<file path="config.mk">
export PLATFORM = sky130hd
export DESIGN_NAME = ffea_cell
export DESIGN_NICKNAME = d
export VERILOG_FILES = /design/src/ffea_pkg.sv /design/src/ffea_cell.sv
export SDC_FILE = /design/constraint.sdc
export NUM_CORES = 1
export LEC_CHECK = 0
export BUFFER_PORTS_ARGS = -buffer_cell sky130_fd_sc_hd__buf_2
export CORE_AREA = 2 2 133 135
export CTS_CLUSTER_SIZE = 28
export DETAILED_ROUTE_END_ITERATION = 12
export DIE_AREA = 0 0 135 137
export GPL_ROUTABILITY_DRIVEN = 0
export GPL_TIMING_DRIVEN = 0
export PLACE_DENSITY = 0.61
export SLEW_MARGIN = 20
export SYNTH_ARGS = -nofsm -noshare
export SYNTH_HDL_FRONTEND = slang
export SYNTH_SLANG_ARGS = --single-unit
</file>
<file path="constraint.sdc">
create_clock -name clk -period 4.6 [get_ports clk]
set_input_delay 0.92 -clock clk [delete_from_list [all_inputs] [get_ports clk]]
set_output_delay 0.92 -clock clk [all_outputs]
set_load 0.005 [all_outputs]
</file>
<file path="src/ffea_pkg.sv">
// package for the first-fit extent allocator
// holds payload structs, command and status codes and sizes; no dependencies
package ffea_pkg;

  localparam int MaxExtents = 32;
  localparam int IdxW = $clog2(MaxExtents);
  localparam int CntW = $clog2(MaxExtents + 1);

  localparam logic [1:0] CmdAlloc = 2'd0;
  localparam logic [1:0] CmdFree = 2'd1;
  localparam logic [1:0] CmdGrow = 2'd2;

  localparam logic [1:0] StOk = 2'd0;
  localparam logic [1:0] StNoFit = 2'd1;
  localparam logic [1:0] StFull = 2'd2;

  localparam logic [0:0] RegHeapBase = 1'd0;
  localparam logic [0:0] RegHeapInit = 1'd1;

  typedef struct packed {
    logic [1:0]  command;
    logic [31:0] block_address;
    logic [31:0] block_size;
  } in_item_t;

  typedef struct packed {
    logic [31:0] result_address;
    logic [1:0]  status;
    logic [5:0]  free_extent_count;
  } out_item_t;

  // one stored extent
  typedef struct packed {
    logic        used;
    logic [31:0] start;
    logic [31:0] length;
  } ext_t;

  // per-cell command broadcast by the sequencer
  typedef struct packed {
    logic        seed;
    logic        shift_up;
    logic        shift_down;
    logic        write;
    logic [IdxW-1:0] pos;
    ext_t        data;
  } cell_ctl_t;

  function automatic logic [31:0] sat_add(input logic [31:0] a, input logic [31:0] b);
    logic [32:0] s;
    s = {1'b0, a} + {1'b0, b};
    return s[32] ? 32'hFFFF_FFFF : s[31:0];
  endfunction

endpackage

</file>
<file path="src/ffea_cell.sv">
// one extent cell of the chain; shifts to its neighbors on insert and removal
// depends on ffea_pkg
module ffea_cell (
  input  logic                    clk,
  input  logic                    rst,
  input  logic [ffea_pkg::IdxW-1:0] idx,
  input  ffea_pkg::cell_ctl_t     ctl,
  input  ffea_pkg::ext_t          seed_val,
  input  ffea_pkg::ext_t          lower,
  input  ffea_pkg::ext_t          upper,
  output ffea_pkg::ext_t          ext
);

  ffea_pkg::ext_t ext_next;

  // select new content
  always_comb begin
    ext_next = ext;
    if (ctl.seed) begin
      ext_next = (idx == '0) ? seed_val : '0;
    end else if (ctl.shift_up && idx > ctl.pos) begin
      ext_next = lower;
    end else if (ctl.shift_down && idx >= ctl.pos) begin
      ext_next = upper;
    end
    if (ctl.write && idx == ctl.pos) begin
      ext_next = ctl.data;
    end
  end

  always_ff @(posedge clk) begin
    if (rst) begin
      ext <= (idx == '0) ? seed_val : '0;
    end else begin
      ext <= ext_next;
    end
  end

endmodule
</file>
==> impl_metrics.env <==
export IMPL_start_kind="input pin"
export IMPL_whs_endpoint="ext[54]"
export IMPL_async_flop_share_pct=0
export IMPL_highest_layer="met4"
export IMPL_dieArea_sq_um=18500
export IMPL_synth_area_sq_um=5039
export IMPL_syn_area_per_cell_sq_um=9.507
export IMPL_hold_buffers=0
export IMPL_dp_hpwl_microns=18100
export IMPL_regMostFlops="ext"
export IMPL_ys_ff_latch=65
export IMPL_die_y_microns=137
export IMPL_fp_row_count=48
export IMPL_io_buffers=340
export IMPL_yosysMostFrequentCell="edfxtp_1"
export IMPL_slew_violations=0
export IMPL_required_ps=4670
export IMPL_netlist_top_cells_count="65 x edfxtp_1, 62 x nand3_1, 56 x o211ai_1"
export IMPL_crit_type="input pin to flop"
export IMPL_postSynthCellCount=530
export IMPL_worstHoldPathType="input pin to flop"
export IMPL_dr_wl_met2_microns=11730
export IMPL_htree_levels=3
export IMPL_period_share_pct=81.27
export IMPL_ir_worst_vdd_mv=0.1677
export IMPL_pre_cts_slack_ps=551.4
export IMPL_fin_ws_ps=861.5
export IMPL_area_growth_pct=45.72
export IMPL_antenna_found_initial=0
export IMPL_ys_types=36
export IMPL_layout_min_cycle_time_ps=3738
export IMPL_cts_root_buf="clkbuf_16"
export IMPL_grt_pass1_vias=6171
export IMPL_synth_top_area_cell="edfxtp_1"
export IMPL_drt_iter0_markers=532
export IMPL_cts_tree="built"
export IMPL_die_w_microns=135
export IMPL_drv_cap=0
export IMPL_grt_usage_pct=24.67
export IMPL_drc=0
export IMPL_routedWlPerCell_microns=21.65
export IMPL_via_count=6473
export IMPL_via_per_inst=5.816
export IMPL_core_area_sq_um=17060
export IMPL_wl_met3_microns=2422
export IMPL_num_io_pins=341
export IMPL_ys_warn_count=0
export IMPL_place_inst=1097
export IMPL_synth_flop_cell="edfxtp_1"
export IMPL_cts_sinks=65
export IMPL_synth_edf_count=65
export IMPL_run_status="finished clean"
export IMPL_clockBufferDepth=2
export IMPL_fillers=1798
export IMPL_worst_slew_pin_slew_ps=1096
export IMPL_leakage_nw=3.333
export IMPL_initial_core_util_pct=29.54
export IMPL_syn_num_nets=811
export IMPL_cts_buffers=9
export IMPL_cp_end_kind="flop"
export IMPL_reg_top3="ext: 65 flops"
export IMPL_synth_seq_area_share_pct=38.74
export IMPL_largest_reg_flops=65
export IMPL_grt_max_degree=36
export IMPL_rsz0062_at_grt="no"
export IMPL_crit_arrival_ps=3810
export IMPL_max_freq_mhz=267.5
export IMPL_drive_above_1_share_pct=42.39
export IMPL_fin_hold_ws_ps=902.9
export IMPL_drt_total_wl_microns=24090
export IMPL_first_pass_iters=8
export IMPL_final_nets=1164
export IMPL_cp_max_fo=10
export IMPL_fin_tns_setup_ps=0
export IMPL_finalHoldViolations=0
export IMPL_grt_pass1_wl_microns=35020
export IMPL_post_cts_repair_setup_buffers=0
export IMPL_worstHoldStart="ctl[54]"
export IMPL_synth_area_top_cells="edfxtp_1 39%, o311a_1 8.5%, o211ai_1 8.3%"
export IMPL_fin_cells=1113
export IMPL_wl_met1_microns=9632
export IMPL_overflow=0
export IMPL_slew_headroom_pct=26.62
export IMPL_antenna_left=0
export IMPL_clk_pin_slew_ps=60
export IMPL_synth_top_area_share_pct=38.74
export IMPL_whs_path_depth=3
export IMPL_powerDensity_nw_per_um2=269.3
export IMPL_setup_viol=0
export IMPL_post_cts_resized=0
## stage by stage
step           utilization, %  power [mW]  instance area, sq um
6_report                43.05       1.977                  7342
5_1_grt                 43.03       2.066                  7340
4_1_cts                 43.03       1.988                  7340
3_5_place_dp            41.41       1.304                  7063
3_3_place_gp            41.17       1.302                  7022
2_1_floorplan               -       1.004                  5039
## worst max-delay path by stage
| stage | start | cells after the start | slack [ps] | endpoint |
|---|---|---|---|---|
| finish | idx[0] | 10 | 860 | ext[58] |
| global route | idx[0] | 8 | 650 | ext[31] |
| CTS | idx[0] | 8 | 900 | ext[32] |
| detailed placement | idx[0] | 8 | 550 | ext[32] |
| global placement | idx[0] | 7 | -1310 | ext[34] |
| floorplan | idx[0] | 6 | 450 | ext[0] |
## cell type report
class	count	area, sq um	share of cell area (%)
Inverter	6	22.52	0.3067
Clock buffer	10	229.0	3.119
Sequential cell	65	1952	26.58
Timing Repair Buffer	342	1729	23.55
Tap cell	225	281.5	3.834
Antenna cell	1	2.502	0.03408
Buffer	73	331.6	4.516
Multi-Input combinational cell	386	2746	37.41
Clock inverter	5	47.55	0.6476
## worst max-delay path, cell delays in order
cell and delay (ps):
buf_2 110, inv_2 190, clkbuf_1 440, ha_1 380, nand3b_1 150, o22a_1 160
clkbuf_1 530, clkbuf_1 570, a2bb2oi_1 160, o311a_1 180
## where the power goes
group          switching (mW)  internal [mW]
Clock                   0.271          0.412
Sequential             0.0198          0.742
Combinational           0.296          0.238
## cell families (layout without fill, tap and decap cells)
family                   after synthesis  in the layout  synth area share [%]
AO/OA/AOI/OAI                        237            237                 37.30
adder cells (fa/ha/maj)                5              5                 1.242
other                                  0              1                     0
buffers and inverters                 79            436                 7.028
AND/OR/NAND/NOR                      144            144                 15.69
flip-flops                            65             65                 38.74
## layout by cell type, fill, tap and decap left out, types with 2 or more instances in the layout
cell type | synthesis | final
and3_1 | 43 | 43
clkbuf_16 | 0 | 9
o2bb2ai_1 | 9 | 9
nand4_1 | 13 | 13
nand3_1 | 62 | 62
clkinv_1 | 0 | 2
o211ai_1 | 56 | 56
ha_1 | 5 | 5
and2_1 | 2 | 2
o311a_1 | 43 | 43
clkbuf_1 | 55 | 56
a21oi_1 | 3 | 3
a2bb2oi_1 | 43 | 43
edfxtp_1 | 65 | 65
nor2_1 | 2 | 2
nand2_1 | 15 | 14
buf_1 | 2 | 2
buf_2 | 10 | 350
clkinv_2 | 0 | 2
a32oi_1 | 13 | 13
o21ai_0 | 10 | 10
buf_6 | 6 | 6
inv_1 | 5 | 5
a31oi_1 | 53 | 53
## layer usage
layer,up-vias,GRT usage (%)
met5,-,0
met4,0,5.613
met3,29,6.778
met2,404,42.33
met1,3077,30.95
li1,2963,-
No activity file was read; power rests on OpenSTA's default activity.
